`src/design/calendar_date_add_days_top_defines.svh`:
```
// assertion macros for the calendar date add days block
`ifndef CALENDAR_DATE_ADD_DAYS_TOP_DEFINES_SVH
`define CALENDAR_DATE_ADD_DAYS_TOP_DEFINES_SVH

// same-cycle implication, checked outside reset
`define CDAD_ASSERT_NOW(lbl, ante, cons, msg) \
  lbl: assert property (@(posedge clk) disable iff (!rst_n) (ante) |-> (cons)) else $error(msg);

// next-cycle implication, checked outside reset
`define CDAD_ASSERT_NEXT(lbl, ante, cons, msg) \
  lbl: assert property (@(posedge clk) disable iff (!rst_n) (ante) |=> (cons)) else $error(msg);

`endif

```
`src/design/cdad_pkg.sv`:
```
// shared types, codes and month table for the calendar date add days block
package cdad_pkg;

  localparam int DAY_W    = 5;
  localparam int MONTH_W  = 4;
  localparam int YEAR_W   = 14;
  localparam int OFFSET_W = 16;
  localparam int STATUS_W = 2;
  localparam int CFG_IDX_W = 2;

  typedef logic [DAY_W-1:0]    day_t;
  typedef logic [MONTH_W-1:0]  month_t;
  typedef logic [YEAR_W-1:0]   year_t;
  typedef logic [STATUS_W-1:0] status_t;
  typedef logic [CFG_IDX_W-1:0] cfg_idx_t;

  localparam status_t STAT_OK       = 2'd0;
  localparam status_t STAT_BAD_DATE = 2'd1;
  localparam status_t STAT_RANGE    = 2'd2;

  localparam cfg_idx_t CFG_MIN_YEAR = 2'd0;
  localparam cfg_idx_t CFG_MAX_YEAR = 2'd1;

  localparam year_t MIN_YEAR_RST = 14'd1902;
  localparam year_t MAX_YEAR_RST = 14'd2037;
  localparam year_t CENTURY      = 14'd100;
  localparam year_t LAST_IN_CENT = 14'd99;

  localparam month_t JANUARY  = 4'd1;
  localparam month_t FEBRUARY = 4'd2;
  localparam month_t DECEMBER = 4'd12;
  localparam day_t   DEC_DAYS = 5'd31;

  typedef enum logic [2:0] {
    ST_IDLE,
    ST_DIV,
    ST_CHECK,
    ST_STEP,
    ST_DONE
  } state_t;

  // month length with the leap day folded in
  function automatic day_t days_in(input month_t m, input logic leap);
    day_t d;
    case (m)
      4'd2:                      d = leap ? 5'd29 : 5'd28;
      4'd4, 4'd6, 4'd9, 4'd11:   d = 5'd30;
      default:                   d = 5'd31;
    endcase
    return d;
  endfunction

endpackage

```
`src/design/cdad_in_if.sv`:
```
// input item channel: starting date and day offset
interface cdad_in_if;
  logic                              valid;
  logic                              ready;
  cdad_pkg::day_t                    day;
  cdad_pkg::month_t                  month;
  cdad_pkg::year_t                   year;
  logic signed [cdad_pkg::OFFSET_W-1:0] day_offset;

  modport source (output valid, output day, output month, output year,
                  output day_offset, input ready);
  modport sink   (input valid, input day, input month, input year,
                  input day_offset, output ready);
endinterface

```
`src/design/cdad_out_if.sv`:
```
// result item channel: new date and status
interface cdad_out_if;
  logic                valid;
  logic                ready;
  cdad_pkg::day_t      new_day;
  cdad_pkg::month_t    new_month;
  cdad_pkg::year_t     new_year;
  cdad_pkg::status_t   status;

  modport source (output valid, output new_day, output new_month, output new_year,
                  output status, input ready);
  modport sink   (input valid, input new_day, input new_month, input new_year,
                  input status, output ready);
endinterface

```
`src/design/calendar_date_add_days_top.sv`:
```
// top level: date check and one-day-per-cycle stepper for a signed day offset
//
//   channel   | direction | handshake      | payload
//   in_chan   | in        | valid / ready  | day, month, year, day_offset
//   out_chan  | out       | valid / ready  | new_day, new_month, new_year, status
//   cfg       | in        | cfg_we only    | cfg_idx, cfg_wdata (min_year, max_year)
//
// one item at a time: an accept state, year / 100 split by repeated
// subtraction, a check state, stepping through the single day/month/year
// step unit (skipped for a bad date, stopped early by a range error), then
// the result waits in the output register until taken; in_chan.ready is low until then.
// rst_n is synchronous and active low; it restores min_year 1902, max_year 2037.
`include "calendar_date_add_days_top_defines.svh"

module calendar_date_add_days_top (
  input  logic                      clk,
  input  logic                      rst_n,
  cdad_in_if.sink                   in_chan,
  cdad_out_if.source                out_chan,
  input  logic                      cfg_we,
  input  cdad_pkg::cfg_idx_t        cfg_idx,
  input  cdad_pkg::year_t           cfg_wdata
);

  cdad_pkg::state_t  state_r, state_nxt;
  cdad_pkg::year_t   min_year_r, max_year_r;

  cdad_pkg::day_t    d0_r, day_r, day_nxt;
  cdad_pkg::month_t  m0_r, month_r, month_nxt;
  cdad_pkg::year_t   y0_r, year_r, year_nxt;
  cdad_pkg::year_t   rem_r, rem_nxt;
  logic [1:0]        cent_r, cent_nxt;
  logic [cdad_pkg::OFFSET_W-1:0] cnt_r, cnt_nxt;
  logic              back_r, back_nxt;
  cdad_pkg::status_t status_r, status_nxt;

  logic              leap;
  cdad_pkg::day_t    dim_cur;
  cdad_pkg::day_t    dim_prev;
  logic              date_ok;
  logic [cdad_pkg::YEAR_W:0] year_inc;
  logic [cdad_pkg::OFFSET_W:0] off_mag;

  assign leap     = (year_r[1:0] == 2'd0) && ((rem_r != '0) || (cent_r == 2'd0));
  assign dim_cur  = cdad_pkg::days_in(month_r, leap);
  assign dim_prev = cdad_pkg::days_in(month_r - 4'd1, leap);
  assign year_inc = {1'b0, year_r} + 15'd1;
  assign off_mag  = in_chan.day_offset[cdad_pkg::OFFSET_W-1]
                  ? (17'd0 - {in_chan.day_offset[cdad_pkg::OFFSET_W-1],
                              in_chan.day_offset})
                  : {1'b0, in_chan.day_offset};

  always_comb begin
    date_ok = 1'b0;
    if (month_r inside {[cdad_pkg::JANUARY:cdad_pkg::DECEMBER]} &&
        year_r >= min_year_r && year_r <= max_year_r &&
        day_r != '0 && day_r <= dim_cur) begin
      date_ok = 1'b1;
    end
  end

  // next state
  always_comb begin
    state_nxt = state_r;
    case (state_r)
      cdad_pkg::ST_IDLE: begin
        if (in_chan.valid) state_nxt = cdad_pkg::ST_DIV;
      end
      cdad_pkg::ST_DIV: begin
        if (rem_r < cdad_pkg::CENTURY) state_nxt = cdad_pkg::ST_CHECK;
      end
      cdad_pkg::ST_CHECK: begin
        state_nxt = date_ok ? cdad_pkg::ST_STEP : cdad_pkg::ST_DONE;
      end
      cdad_pkg::ST_STEP: begin
        if (cnt_r == '0 || status_nxt != cdad_pkg::STAT_OK) state_nxt = cdad_pkg::ST_DONE;
      end
      cdad_pkg::ST_DONE: begin
        if (out_chan.ready) state_nxt = cdad_pkg::ST_IDLE;
      end
      default: state_nxt = cdad_pkg::ST_IDLE;
    endcase
  end

  // handshake outputs
  always_comb begin
    in_chan.ready  = 1'b0;
    out_chan.valid = 1'b0;
    case (state_r)
      cdad_pkg::ST_IDLE: in_chan.ready  = 1'b1;
      cdad_pkg::ST_DONE: out_chan.valid = 1'b1;
      default: ;
    endcase
  end

  // datapath: year split, then one calendar step per cycle
  always_comb begin
    day_nxt    = day_r;
    month_nxt  = month_r;
    year_nxt   = year_r;
    rem_nxt    = rem_r;
    cent_nxt   = cent_r;
    cnt_nxt    = cnt_r;
    back_nxt   = back_r;
    status_nxt = status_r;
    case (state_r)
      cdad_pkg::ST_IDLE: begin
        day_nxt    = in_chan.day;
        month_nxt  = in_chan.month;
        year_nxt   = in_chan.year;
        rem_nxt    = in_chan.year;
        cent_nxt   = 2'd0;
        cnt_nxt    = off_mag[cdad_pkg::OFFSET_W-1:0];
        back_nxt   = in_chan.day_offset[cdad_pkg::OFFSET_W-1];
        status_nxt = cdad_pkg::STAT_OK;
      end
      cdad_pkg::ST_DIV: begin
        if (rem_r >= cdad_pkg::CENTURY) begin
          rem_nxt  = rem_r - cdad_pkg::CENTURY;
          cent_nxt = cent_r + 2'd1;
        end
      end
      cdad_pkg::ST_CHECK: begin
        if (!date_ok) status_nxt = cdad_pkg::STAT_BAD_DATE;
      end
      cdad_pkg::ST_STEP: begin
        if (cnt_r != '0) begin
          cnt_nxt = cnt_r - 16'd1;
          if (!back_r) begin
            if (day_r >= dim_cur) begin
              day_nxt = 5'd1;
              if (month_r == cdad_pkg::DECEMBER) begin
                month_nxt = cdad_pkg::JANUARY;
                year_nxt  = year_inc[cdad_pkg::YEAR_W-1:0];
                if (rem_r == cdad_pkg::LAST_IN_CENT) begin
                  rem_nxt  = '0;
                  cent_nxt = cent_r + 2'd1;
                end else begin
                  rem_nxt = rem_r + 14'd1;
                end
                if (year_inc > {1'b0, max_year_r}) status_nxt = cdad_pkg::STAT_RANGE;
              end else begin
                month_nxt = month_r + 4'd1;
              end
            end else begin
              day_nxt = day_r + 5'd1;
            end
          end else begin
            if (day_r == 5'd1) begin
              if (month_r == cdad_pkg::JANUARY) begin
                if (year_r <= min_year_r) begin
                  status_nxt = cdad_pkg::STAT_RANGE;
                end else begin
                  year_nxt  = year_r - 14'd1;
                  month_nxt = cdad_pkg::DECEMBER;
                  day_nxt   = cdad_pkg::DEC_DAYS;
                  if (rem_r == '0) begin
                    rem_nxt  = cdad_pkg::LAST_IN_CENT;
                    cent_nxt = cent_r - 2'd1;
                  end else begin
                    rem_nxt = rem_r - 14'd1;
                  end
                end
              end else begin
                month_nxt = month_r - 4'd1;
                day_nxt   = dim_prev;
              end
            end else begin
              day_nxt = day_r - 5'd1;
            end
          end
        end
      end
      default: ;
    endcase
  end

  always_ff @(posedge clk) begin
    if (!rst_n) begin
      state_r    <= cdad_pkg::ST_IDLE;
      min_year_r <= cdad_pkg::MIN_YEAR_RST;
      max_year_r <= cdad_pkg::MAX_YEAR_RST;
      status_r   <= cdad_pkg::STAT_OK;
    end else begin
      state_r  <= state_nxt;
      status_r <= status_nxt;
      if (cfg_we) begin
        case (cfg_idx)
          cdad_pkg::CFG_MIN_YEAR: min_year_r <= cfg_wdata;
          cdad_pkg::CFG_MAX_YEAR: max_year_r <= cfg_wdata;
          default: ;
        endcase
      end
    end
  end

  always_ff @(posedge clk) begin
    if (state_r == cdad_pkg::ST_IDLE) begin
      d0_r <= in_chan.day;
      m0_r <= in_chan.month;
      y0_r <= in_chan.year;
    end
    day_r   <= day_nxt;
    month_r <= month_nxt;
    year_r  <= year_nxt;
    rem_r   <= rem_nxt;
    cent_r  <= cent_nxt;
    cnt_r   <= cnt_nxt;
    back_r  <= back_nxt;
  end

  // error results echo the starting date
  assign out_chan.status    = status_r;
  assign out_chan.new_day   = (status_r == cdad_pkg::STAT_OK) ? day_r   : d0_r;
  assign out_chan.new_month = (status_r == cdad_pkg::STAT_OK) ? month_r : m0_r;
  assign out_chan.new_year  = (status_r == cdad_pkg::STAT_OK) ? year_r  : y0_r;

  `CDAD_ASSERT_NOW(a_no_overlap, in_chan.ready, !out_chan.valid, "ready while result pending")
  `CDAD_ASSERT_NOW(a_step_date, state_r == cdad_pkg::ST_STEP, (month_r >= cdad_pkg::JANUARY) && (month_r <= cdad_pkg::DECEMBER) && (day_r != 5'd0) && (rem_r < cdad_pkg::CENTURY), "stepper left calendar range")
  `CDAD_ASSERT_NEXT(a_step_end, (state_r == cdad_pkg::ST_STEP) && (cnt_r == '0), state_r == cdad_pkg::ST_DONE, "stepper ran past zero count")

endmodule

```
`src/flat_wrapper.sv`:
```
// flat-port wrapper written by rule: the top's interface ports become plain ports
module calendar_date_add_days_top_flat 
  (clk, rst_n, cfg_we, cfg_idx, cfg_wdata, in_chan_valid, in_chan_day, in_chan_month, in_chan_year, in_chan_day_offset, in_chan_ready, out_chan_valid, out_chan_new_day, out_chan_new_month, out_chan_new_year, out_chan_status, out_chan_ready);
  cdad_in_if in_chan_i ();
  cdad_out_if out_chan_i ();
  input  logic clk;
  input  logic rst_n;
  input  logic cfg_we;
  input  cdad_pkg::cfg_idx_t cfg_idx;
  input  cdad_pkg::year_t cfg_wdata;
  input wire logic [$bits(in_chan_i.valid)-1:0] in_chan_valid;
  input wire logic [$bits(in_chan_i.day)-1:0] in_chan_day;
  input wire logic [$bits(in_chan_i.month)-1:0] in_chan_month;
  input wire logic [$bits(in_chan_i.year)-1:0] in_chan_year;
  input wire logic [$bits(in_chan_i.day_offset)-1:0] in_chan_day_offset;
  output wire logic [$bits(in_chan_i.ready)-1:0] in_chan_ready;
  output wire logic [$bits(out_chan_i.valid)-1:0] out_chan_valid;
  output wire logic [$bits(out_chan_i.new_day)-1:0] out_chan_new_day;
  output wire logic [$bits(out_chan_i.new_month)-1:0] out_chan_new_month;
  output wire logic [$bits(out_chan_i.new_year)-1:0] out_chan_new_year;
  output wire logic [$bits(out_chan_i.status)-1:0] out_chan_status;
  input wire logic [$bits(out_chan_i.ready)-1:0] out_chan_ready;
  assign in_chan_i.valid = in_chan_valid;
  assign in_chan_i.day = in_chan_day;
  assign in_chan_i.month = in_chan_month;
  assign in_chan_i.year = in_chan_year;
  assign in_chan_i.day_offset = in_chan_day_offset;
  assign in_chan_ready = in_chan_i.ready;
  assign out_chan_valid = out_chan_i.valid;
  assign out_chan_new_day = out_chan_i.new_day;
  assign out_chan_new_month = out_chan_i.new_month;
  assign out_chan_new_year = out_chan_i.new_year;
  assign out_chan_status = out_chan_i.status;
  assign out_chan_i.ready = out_chan_ready;
  calendar_date_add_days_top u_core (.clk(clk), .rst_n(rst_n), .in_chan(in_chan_i), .out_chan(out_chan_i), .cfg_we(cfg_we), .cfg_idx(cfg_idx), .cfg_wdata(cfg_wdata));
endmodule
```
`config.mk`:
```
export PLATFORM = sky130hd
export DESIGN_NAME = calendar_date_add_days_top_flat
export DESIGN_NICKNAME = d
export VERILOG_FILES = /design/src/design/cdad_pkg.sv /design/src/design/cdad_in_if.sv /design/src/design/cdad_out_if.sv /design/src/design/calendar_date_add_days_top.sv /design/src/flat_wrapper.sv
export VERILOG_INCLUDE_DIRS = /design/src /design/src/design
export SDC_FILE = /design/constraint.sdc
export NUM_CORES = 1
export LEC_CHECK = 0
export BUFFER_PORTS_ARGS = -buffer_cell sky130_fd_sc_hd__buf_4
export CORE_MARGIN = 2
export CORE_UTILIZATION = 40
export DETAILED_ROUTE_END_ITERATION = 10
export HOLD_SLACK_MARGIN = 0.08
export PLACE_DENSITY = 0.65
export SYNTH_ARGS = -nofsm -noshare
export SYNTH_HDL_FRONTEND = slang
export SYNTH_SLANG_ARGS = --single-unit
```
`constraint.sdc`:
```
create_clock -name clk -period 5.1 [get_ports clk]
set_input_delay 0.255 -clock clk [delete_from_list [all_inputs] [get_ports clk]]
set_output_delay 0.255 -clock clk [all_outputs]
set_load 0.1 [all_outputs]
```
==> results of run 1 <==
-- worst max-delay path by stage --
| stage | slack, ps | to | cells after the start |
|---|---|---|---|
| global route | 450 | u_core.cent_r[0]$_DFFE_PP_ | 15 |
| finish | 750 | u_core.cent_r[0]$_DFFE_PP_ | 15 |
| floorplan | 1030 | u_core.year_r[0]$_DFFE_PP_ | 16 |
| detailed placement | 770 | u_core.cent_r[0]$_DFFE_PP_ | 15 |
| global placement | 830 | u_core.rem_r[10]$_DFFE_PP_ | 16 |
| CTS | 750 | u_core.cent_r[0]$_DFFE_PP_ | 15 |
-- synthesized netlist by cell type (all sizes together), types with 3 or more instances --
library cell / n
nor2: 66
xnor2: 49
dfxtp: 33
nand2: 130
o31ai: 8
o21ai: 65
nor3b: 5
o41ai: 4
a211oi: 7
xor2: 30
ha: 64
a21boi: 13
mux2i: 4
inv: 57
o221ai: 7
nor4: 7
and2: 4
and3: 3
o22ai: 6
a221oi: 4
nand3: 32
nand2b: 12
nor2b: 5
or3: 8
edfxtp: 79
nand4: 16
buf: 7
or2: 6
nor3: 26
a31oi: 8
clkbuf: 49
nand3b: 7
mux2: 23
o211ai: 19
a41oi: 3
a21oi: 49
or4: 8
-- logic make-up (layout without fill, tap and decap cells) --
kind of cell / after synthesis / after routing
flip-flops: 112 / 112
multiplexers: 27 / 27
XOR/XNOR: 79 / 79
buffers and inverters: 113 / 178
adder cells (fa/ha/maj): 64 / 64
AO/OA/AOI/OAI: 219 / 219
AND/OR/NAND/NOR: 341 / 341
-- metrics by stage --
step           cells  worst slack [ps]  hold slack, ps  utilization, %
6_report        1290               753            94.7            47.2
5_1_grt         1290               447            83.9            47.2
4_1_cts         1289               747            82.5            47.1
3_5_place_dp    1263               772             447            45.1
3_3_place_gp    1263               829             447            45.1
2_1_floorplan    955              1030             354               -
-- metal layers --
layer	vias to the layer above	wire (um)
li1	3548	-
met1	3326	9990
met2	168	10100
met3	25	1200
met4	0	321
met5	-	0
-- registers in the layout (all words and copies together) (netlist names), 4 cells and up --
name	flops
u_core.month_r	4
u_core.max_year_r	14
u_core.cnt_r	16
u_core.rem_r	14
u_core.min_year_r	14
u_core.year_r	14
u_core.day_r	5
u_core.d0_r	5
u_core.m0_r	4
u_core.y0_r	14
-- timing repair --
item / CTS / global route
hold endpoints to repair: 10 / 1
setup buffers: 0 / 0
hold buffers: 10 / 1
setup endpoints to repair: 0 / 0
-- cell type report --
cell class	count	area (um2)
clock buffers	10	239
clock inverters	6	67.6
fillers	2009	10700
inverters	57	214
multi-input cells	730	4870
flip-flops and latches	112	3030
well taps	270	338
repair buffers	105	816
-- power breakdown --
part | switching, W | internal (W)
sequential | 0.000219 | 0.00117
clock | 0.000382 | 0.000362
combinational | 0.000860 | 0.000469
-- layout by cell type (no fill, tap or decap), types with 15 or more instances in the layout --
cell type,instances
inv_1,57
edfxtp_1,79
nor2_1,64
dfxtp_1,33
o21ai_0,59
nand2_1,129
nand4_1,15
nand3_1,32
buf_4,94
xor2_1,30
ha_1,64
nor3_1,26
mux2_2,23
xnor2_1,49
a21oi_1,49
o211ai_1,19
==> impl_metrics.py, run 1 <==
metrics = {
    "timing": {
        "max_freq_mhz": 230,
        "tns_ps": 0,
        "slew_violations": 0,
        "finalCriticalPeriod_ps": 4350,
        "slew-limit-headroom_pct": 32.4,
        "rsz0062_at_grt": "no",
        "fin_skew_ps": 18.6,
        "hold_violations": 0,
        "worstMarginPinSlew_ps": 1000,
        "setup_viol": 0,
        "post-route-period-util_pct": 85.2,
    },
    "detailed_routing": {
        "drt-vias-per-instance": 5.48,
        "wl_per_cell_um": 16.8,
        "vias": 7067,
        "drt_first_pass_iters": 5,
        "drt_iter0_markers": 428,
        "drc": 0,
        "wirelength_um": 21600,
        "postRouteAntennaNets": 0,
    },
    "global_routing": {
        "grtUsageMet2_pct": 32.2,
        "busiest_layer": "met2",
        "grt_antenna_before_repair": 0,
        "grt_start_max_net_pins": 39,
        "met3_usage_pct": 3.83,
        "grt_pass1_wl_um": 34400,
        "overflow": 0,
        "grt_use_met1_pct": 26.8,
        "first_global_vias": 6678,
        "grt_usage_pct": 19.6,
    },
    "critical_path": {
        "cp-start-kind": "register",
        "path_buf_inv": 0,
        "cp_top_family": "simple AND/OR/NAND/NOR gates",
        "r2r_cells": 15,
        "worstSetupEndpointType": "register",
        "cp.required_ps": 5140,
        "r2r_end": "u_core.cent_r[0]$_DFFE_PP_",
        "max_stage_delay_ps": 630,
        "path_cells": "or4_4 > nor4_4 > nand4_4 > o21ai_0 > o21ai_0 > nand2_1 > o21ai_0 > ha_1 > nand2b_1 > a21oi_1 > or2_2 > nor2_1 > a2bb2oi_1 > o21ai_0 > nor3_1",
        "crit_start": "u_core.rem_r[7]$_DFFE_PP_",
        "timing.rr.start": "u_core.rem_r[7]$_DFFE_PP_",
        "cpMaxStageDelayCell": "or4_4",
        "crit_fanout": 11,
        "crit_type": "register to register",
        "cp_common_cell": "o21ai_0",
        "r2r_slack_ps": 750,
        "critical_path_arrival_ps": 4390,
    },
    "synthesis": {
        "synth_top_family_by_area": "simple AND/OR/NAND/NOR gates",
        "synth_top_cell_by_area": "edfxtp_1",
        "yosys_warnings": 0,
        "synth-adder-area-share_pct": 9.62,
        "avgSynthCellArea_um2": 8.71,
        "synth_simple_gate_area_share_pct": 19.9,
        "ys_types": 68,
        "synth_xor_area_share_pct": 8.31,
        "synth-main-ff-cell": "edfxtp_1",
        "synthCells": 955,
        "async_flop_share_pct": 0,
        "synth_edf_count": 79,
        "synth.net_count": 1079,
        "yosysSeqAreaShare_pct": 36.4,
        "synthMuxAreaShare_pct": 3.59,
        "syn_area_um2": 8320,
        "synth_compound_area_share_pct": 16.9,
        "ys_ff_latch": 112,
        "synth_area_leaders": "edfxtp_1, ha_1, dfxtp_1, nand2_1, xnor2_1",
        "yosysTopAreaCellShare_pct": 28.5,
    },
    "floorplan": {
        "core-area_um2": 20300,
        "dieWidth_um": 148,
        "dieArea_um2": 22000,
        "fp-row-count": 52,
        "initial_core_util_pct": 41.0,
        "ios": 87,
        "fp.dieH_um": 148,
    },
    "final_layout": {
        "n_antenna_cell": 0,
        "drive_gt1_share_pct": 14.7,
        "stdcell_area_um2": 9570,
        "fin_nets": 1139,
        "area_growth_pct": 15.0,
    },
    "worst_hold_path": {
        "hold_start": "in_chan_year[12]",
        "holdPathStages": 1,
        "min_to": "u_core.y0_r[12]$_DFFE_PP_",
        "hold_path_class": "input port to register",
    },
    "clock_tree": {
        "htree_num_levels": 3,
        "clk_pin_slew_ps": 90,
        "clock-sinks": 112,
        "cts_resized": 0,
        "cts_tree": "done",
        "cts_buffers": 9,
        "clockBufferDepth": 2,
        "clock-root-buffer": "clkbuf_16",
        "clkLatencyLatePin_ps": 370,
    },
    "pwr": {
        "powerDensity_nw_per_um2": 361,
        "ir_drop_v": 0.000160,
        "leakagePower_nw": 3.80,
        "fin_total_pwr_w": 0.00346,
    },
    "place": {
        "io_buffers": 86,
        "dp_hpwl_um": 15900,
        "gp_congestion": 0.886,
        "place_area_um2": 9160,
    },
    "flow_run": {
        "max-cap-violations": 0,
    },
    "run_status": {
        "status": "finished clean",
    },
}
Power figures use the tool's default switching activity.
==> inputs of run 2 (changes only) <==
--- a/config.mk
+++ b/config.mk
@@ -8,10 +8,10 @@
 export LEC_CHECK = 0
 export BUFFER_PORTS_ARGS = -buffer_cell sky130_fd_sc_hd__buf_4
 export CORE_MARGIN = 2
-export CORE_UTILIZATION = 40
+export CORE_UTILIZATION = 50
 export DETAILED_ROUTE_END_ITERATION = 10
 export HOLD_SLACK_MARGIN = 0.08
-export PLACE_DENSITY = 0.65
+export PLACE_DENSITY = 0.76
 export SYNTH_ARGS = -nofsm -noshare
 export SYNTH_HDL_FRONTEND = slang
 export SYNTH_SLANG_ARGS = --single-unit
==> run 2 against run 1 <==
Core utilization grew 11 points; flip-flop and latch count is the same; fmax grew 0.27%; die area shrank 19%; critical path type unchanged; highest routed layer unchanged.
==> impl_metrics.py, run 2 (same netlist as run 1, synthesis figures left out) <==
metrics = {
    "place": {
        "io_buffers": 86,
        "dpl.cell_count": 1213,
        "dp_hpwl_um": 15600,
        "gp_congestion": 0.940,
    },
    "timing": {
        "worstMarginPinSlew_ps": 963,
        "fin_skew_ps": 21.5,
        "rsz0062_at_grt": "no",
        "max_freq_mhz": 231,
        "setup_viol": 0,
        "slew-limit-headroom_pct": 35.7,
        "hold_violations": 0,
        "slew_violations": 0,
        "finalCriticalPeriod_ps": 4330,
        "tns_ps": 0,
        "post-route-period-util_pct": 85.0,
    },
    "detailed_routing": {
        "vias": 7244,
        "postRouteAntennaNets": 0,
        "drt_first_pass_iters": 7,
        "wirelength_um": 21100,
        "drt-vias-per-instance": 5.84,
        "drt_iter0_markers": 515,
        "drc": 0,
        "wl_per_cell_um": 17.0,
    },
    "clock_tree": {
        "cts_buffers": 9,
        "htree_num_levels": 3,
        "cts_tree": "done",
        "clkLatencyLatePin_ps": 370,
        "clock-sinks": 112,
        "post_cts_buffers": 0,
        "clk_pin_slew_ps": 80,
        "clock-root-buffer": "clkbuf_16",
        "clockBufferDepth": 2,
    },
    "final_layout": {
        "layout_common_cells": "nand2_1, buf_4, edfxtp_1",
        "max_flop_register": "u_core.cnt_r",
        "largest_reg_flops": 16,
        "area_growth_pct": 14.6,
        "drive_gt1_share_pct": 14.7,
        "fin_nets": 1140,
        "layout_commonest_cell": "nand2_1",
        "final_core_util_pct": 58.1,
        "n_antenna_cell": 0,
        "fin_cells": 1241,
    },
    "worst_hold_path": {
        "hold_path_class": "input port to register",
        "hold_start": "in_chan_year[4]",
    },
    "pwr": {
        "powerDensity_nw_per_um2": 367,
        "leakagePower_nw": 3.81,
        "fin_total_pwr_w": 0.00350,
        "ir_drop_v": 0.000229,
    },
    "global_routing": {
        "grt_antenna_before_repair": 0,
        "grt_pass1_wl_um": 34600,
        "grt_usage_pct": 24.2,
        "first_global_vias": 7116,
        "grt_start_max_net_pins": 49,
        "overflow": 0,
    },
    "critical_path": {
        "cp.required_ps": 5160,
        "critical_path_arrival_ps": 4400,
        "cp_common_cell": "o21ai_0",
        "r2r_slack_ps": 770,
        "timing.rr.start": "u_core.rem_r[7]$_DFFE_PP_",
        "path_cells": "or4_4 > nor4_4 > nand4_4 > o21ai_0 > o21ai_0 > nand2_1 > o21ai_0 > ha_1 > nand2b_1 > a21oi_1 > or2_2 > nor2_1 > a2bb2oi_1 > o21ai_0 > nor2_1 > buf_4",
        "cpMaxStageDelayCell": "or4_4",
        "cp-start-kind": "register",
        "crit_type": "register to register",
        "worstSetupEndpointType": "register",
        "cp_top_family": "simple AND/OR/NAND/NOR gates",
        "path_buf_inv": 1,
        "crit_fanout": 14,
        "max_stage_delay_ps": 620,
        "crit_start": "u_core.rem_r[7]$_DFFE_PP_",
    },
    "floorplan": {
        "ios": 87,
        "fp.dieH_um": 133,
        "initial_core_util_pct": 50.7,
        "dieWidth_um": 133,
        "fp-row-count": 47,
        "core-area_um2": 16400,
        "dieArea_um2": 17700,
    },
    "flow_run": {
        "max-cap-violations": 0,
    },
    "run_status": {
        "status": "finished clean",
    },
}
## run 2: path summary, 6_finish.rpt
kind / end / cells after the start
worst min register to register: u_core.min_year_r[12]$_SDFFE_PN0P_ / 2
worst max register to register: u_core.year_r[9]$_DFFE_PP_ / 16
worst min-delay path: u_core.y0_r[4]$_DFFE_PP_ / 1
worst max-delay path: u_core.year_r[9]$_DFFE_PP_ / 16
## run 2: routing by layer
| layer | global-route usage, % | vias to the layer above | part of all wire [%] |
|---|---|---|---|
| met5 | 0 | - | 0 |
| met3 | 3.64 | 27 | 5.9 |
| met1 | 31.2 | 3413 | 44 |
| met4 | 7.29 | 0 | 1.7 |
| li1 | - | 3568 | - |
| met2 | 42.1 | 236 | 48 |
## run 2: layout make-up
cell class	instances	area [um2]
multi-input combinational	730	4870
clock buffer	9	225
timing repair buffer	106	826
clock inverter	7	95.1
tap	220	275
sequential	112	3030
inverter	57	214
fill	1471	6870
## run 2: per-stage QoR
step | worst slack (ps) | hold WS, ps | cell area [um2]
3_5_place_dp | 817 | 447 | 9090
4_1_cts | 790 | 81.0 | 9520
5_1_grt | 364 | 85.4 | 9530
3_3_place_gp | 908 | 445 | 9090
2_1_floorplan | 1030 | 354 | 8320
6_report | 765 | 95.9 | 9530
## run 2: what timing repair did
item,CTS,global route
resized for setup,0,0
hold endpoints to repair,11,1
hold buffers,11,1
## run 2: where the power goes
| part | total (W) | internal, W | leakage [nW] | switching (W) |
|---|---|---|---|---|
| registers | 0.00138 | 0.00117 | 1.08 | 0.000210 |
| logic | 0.00134 | 0.000470 | 2.58 | 0.000867 |
| clock network | 0.000783 | 0.000399 | 0.151 | 0.000384 |
| total | 0.00350 | 0.00203 | 3.81 | 0.00146 |
==> inputs of run 3 (changes only) <==
--- a/config.mk
+++ b/config.mk
@@ -6,12 +6,13 @@
 export SDC_FILE = /design/constraint.sdc
 export NUM_CORES = 1
 export LEC_CHECK = 0
+export ABC_AREA = 1
 export BUFFER_PORTS_ARGS = -buffer_cell sky130_fd_sc_hd__buf_4
 export CORE_MARGIN = 2
 export CORE_UTILIZATION = 50
 export DETAILED_ROUTE_END_ITERATION = 10
 export HOLD_SLACK_MARGIN = 0.08
-export PLACE_DENSITY = 0.76
+export PLACE_DENSITY = 0.79
 export SYNTH_ARGS = -nofsm -noshare
 export SYNTH_HDL_FRONTEND = slang
 export SYNTH_SLANG_ARGS = --single-unit
==> constraint.sdc (replaced) <==
create_clock -name clk -period 3.6 [get_ports clk]
set_input_delay 0.18 -clock clk [delete_from_list [all_inputs] [get_ports clk]]
set_output_delay 0.18 -clock clk [all_outputs]
set_load 0.1 [all_outputs]
==> run 3 against run 2 <==
Power is 150% higher; combinational power rose to 3.7 times the previous value; clock skew is 11 ps lower; first-iteration DRC count grew 30%; sequential share of layout area decreased by 1.6 points; fmax grew 29%; die area grew 0.75%; critical endpoint is now u_core.rem_r[2]$_DFFE_PP_.
==> impl_metrics.py, run 3 <==
metrics = {
    "critical_path": {
        "critical_path_arrival_ps": 3440,
        "crit_type": "register to register",
        "crit_fanout": 9,
        "cp-start-kind": "register",
        "cp.required_ps": 3670,
        "r2r_cells": 15,
        "worstSetupEndpointType": "register",
    },
    "detailed_routing": {
        "wl_per_cell_um": 15.8,
        "drt_iter0_markers": 668,
        "drt_first_pass_iters": 8,
        "postRouteAntennaNets": 0,
        "drt-vias-per-instance": 5.55,
        "drc": 0,
        "vias": 8212,
        "wirelength_um": 23300,
    },
    "synthesis": {
        "yosysSeqAreaShare_pct": 36.2,
        "synthCells": 1130,
        "avgSynthCellArea_um2": 7.42,
        "synth_area_leaders": "edfxtp_1, ha_1, nand2_1, dfxtp_1, inv_1",
        "ys_ff_latch": 112,
        "synth_top_cell_by_area": "edfxtp_1",
        "syn_area_um2": 8390,
        "synth.net_count": 1254,
        "post-synth-top-count-cell": "nand2_1",
        "synth_common_cells": "nand2_1, inv_1, nor2_1",
        "synth-main-ff-cell": "edfxtp_1",
        "yosysTopAreaCellShare_pct": 28.3,
        "async_flop_share_pct": 0,
        "ys_types": 46,
        "yosys_warnings": 0,
        "synth_edf_count": 79,
    },
    "clock_tree": {
        "cts_buffers": 9,
        "clk_pin_slew_ps": 70,
        "clock-sinks": 112,
        "clockBufferDepth": 2,
        "htree_num_levels": 3,
        "clkLatencyLatePin_ps": 370,
        "clock-root-buffer": "clkbuf_16",
        "cts_tree": "done",
    },
    "pwr": {
        "powerDensity_nw_per_um2": 857,
        "power_frac_seq_pct": 29.9,
        "power_frac_comb_pct": 57.5,
        "power.switching_w": 0.00444,
        "ir_drop_v": 0.000563,
        "p_clk_share_pct": 12.7,
        "cellInternalPower_w": 0.00417,
        "swShare_pct": 51.6,
        "leakagePower_nw": 4.57,
    },
    "timing": {
        "hold_violations": 0,
        "worstMarginPinSlew_ps": 990,
        "finalCriticalPeriod_ps": 3370,
        "rsz0062_at_grt": "yes",
        "slew_violations": 0,
        "max_freq_mhz": 297,
        "slew-limit-headroom_pct": 33.9,
        "post-route-period-util_pct": 93.6,
        "setup_viol": 0,
        "fin_skew_ps": 10.6,
        "hold_ws_ps": 97.3,
    },
    "flow_run": {
        "max-cap-violations": 0,
    },
    "final_layout": {
        "layout_commonest_cell": "nand2_1",
        "stdcell_area_um2": 10100,
        "drive_gt1_share_pct": 12.2,
        "layout_common_cells": "nand2_1, inv_1, nor2_1",
        "fin_nets": 1378,
        "largest_reg_flops": 16,
        "max_flop_register": "u_core.cnt_r",
        "n_antenna_cell": 0,
        "area_growth_pct": 19.9,
    },
    "floorplan": {
        "dieWidth_um": 134,
        "core-area_um2": 16500,
        "fp-row-count": 47,
        "initial_core_util_pct": 50.9,
        "dieArea_um2": 17800,
        "ios": 87,
        "fp.dieH_um": 134,
    },
    "global_routing": {
        "grt_usage_pct": 26.6,
        "grt_start_max_net_pins": 48,
        "overflow": 0,
        "grt_pass1_wl_um": 38100,
        "grt_antenna_before_repair": 0,
        "first_global_vias": 7972,
    },
    "worst_hold_path": {
        "hold_path_class": "input port to register",
        "holdPathStages": 1,
    },
    "place": {
        "io_buffers": 86,
        "dp_hpwl_um": 17100,
        "gp_congestion": 0.986,
        "place_area_um2": 9370,
    },
    "run_status": {
        "status": "finished clean",
    },
}
[run 3: area by class of cell]
cell class	count	area (um2)
Clock buffer	12	236
Inverter	176	661
Tap cell	220	275
Fill cell	1452	6410
Multi-Input combinational cell	811	4610
Sequential cell	112	3030
Clock inverter	4	76.3
Timing Repair Buffer	144	1170
[run 3: worst paths after layout]
kind | start | endpoint | slack (ps)
worst max-delay path | u_core.rem_r[4]$_DFFE_PP_ | u_core.rem_r[2]$_DFFE_PP_ | 230
worst min-delay path | in_chan_day_offset[15] | u_core.back_r$_DFFE_PP_ | 100
worst max register to register | u_core.rem_r[4]$_DFFE_PP_ | u_core.rem_r[2]$_DFFE_PP_ | 230
worst min register to register | u_core.min_year_r[13]$_SDFFE_PN0P_ | u_core.min_year_r[13]$_SDFFE_PN0P_ | 480
[run 3: timing repair]
item                                   CTS  global route
resized for setup                        0             4
setup buffers                            0             2
setup endpoints to repair                0            31
hold buffers                            34             0
endpoints found under the hold margin   39             0
[run 3: critical path, stage by stage (launching register included)]
cell       delay [ps]
edfxtp_1          460
inv_1             160
nand2_1            80
nor3_1            230
nand4_1           200
o21ai_0           220
buf_4             160
a22oi_1            70
ha_1              300
nand4_1           120
nand2_1           130
inv_1              90
o21ai_0           200
o2111ai_2         230
nor2_1            190
buf_4             210
[run 3: cell families (layout without fill, tap and decap cells)]
logic type / count (synthesis) / count (layout) / synth area share, %
AO/OA/AOI/OAI: 244 / 244 / 16.9
XOR/XNOR: 40 / 40 / 4.18
adder cells (fa/ha/maj): 64 / 64 / 9.55
buffers and inverters: 207 / 336 / 9.35
flip-flops: 112 / 112 / 36.2
multiplexers: 1 / 1 / 0.134
AND/OR/NAND/NOR: 462 / 462 / 23.8
[run 3: power by group through the flow]
stage / Combinational (W) / Clock (W) / Sequential (W)
after global placement: 0.00471 / 0 / 0.00255
final: 0.00495 / 0.00109 / 0.00257
after CTS: 0.00487 / 0.00110 / 0.00256
after global routing: 0.00540 / 0.00113 / 0.00264
after floorplan: 0.00361 / 0 / 0.00247
after detailed placement: 0.00481 / 0 / 0.00258
[run 3: metal layers]
metal / track usage, % / wire length [um] / vias to the layer above
li1: - / - / 4060
met1: 32.3 / 9560 / 3771
met2: 47.0 / 11500 / 323
met3: 4.53 / 1630 / 58
met4: 10.3 / 691 / 0
met5: 0 / 0 / -
[run 3: per-stage QoR]
stage          cells  TNS (ps)  setup slack (ps)  total power, W  util [%]
6_report        1479         0               230         0.00861      61.1
5_1_grt         1479     -37.5             -18.9         0.00917      61.1
4_1_cts         1477         0               170         0.00852      60.9
3_5_place_dp    1427         0               199         0.00739      56.9
3_3_place_gp    1427         0               326         0.00727      56.9
2_1_floorplan   1130         0              87.0         0.00608         -
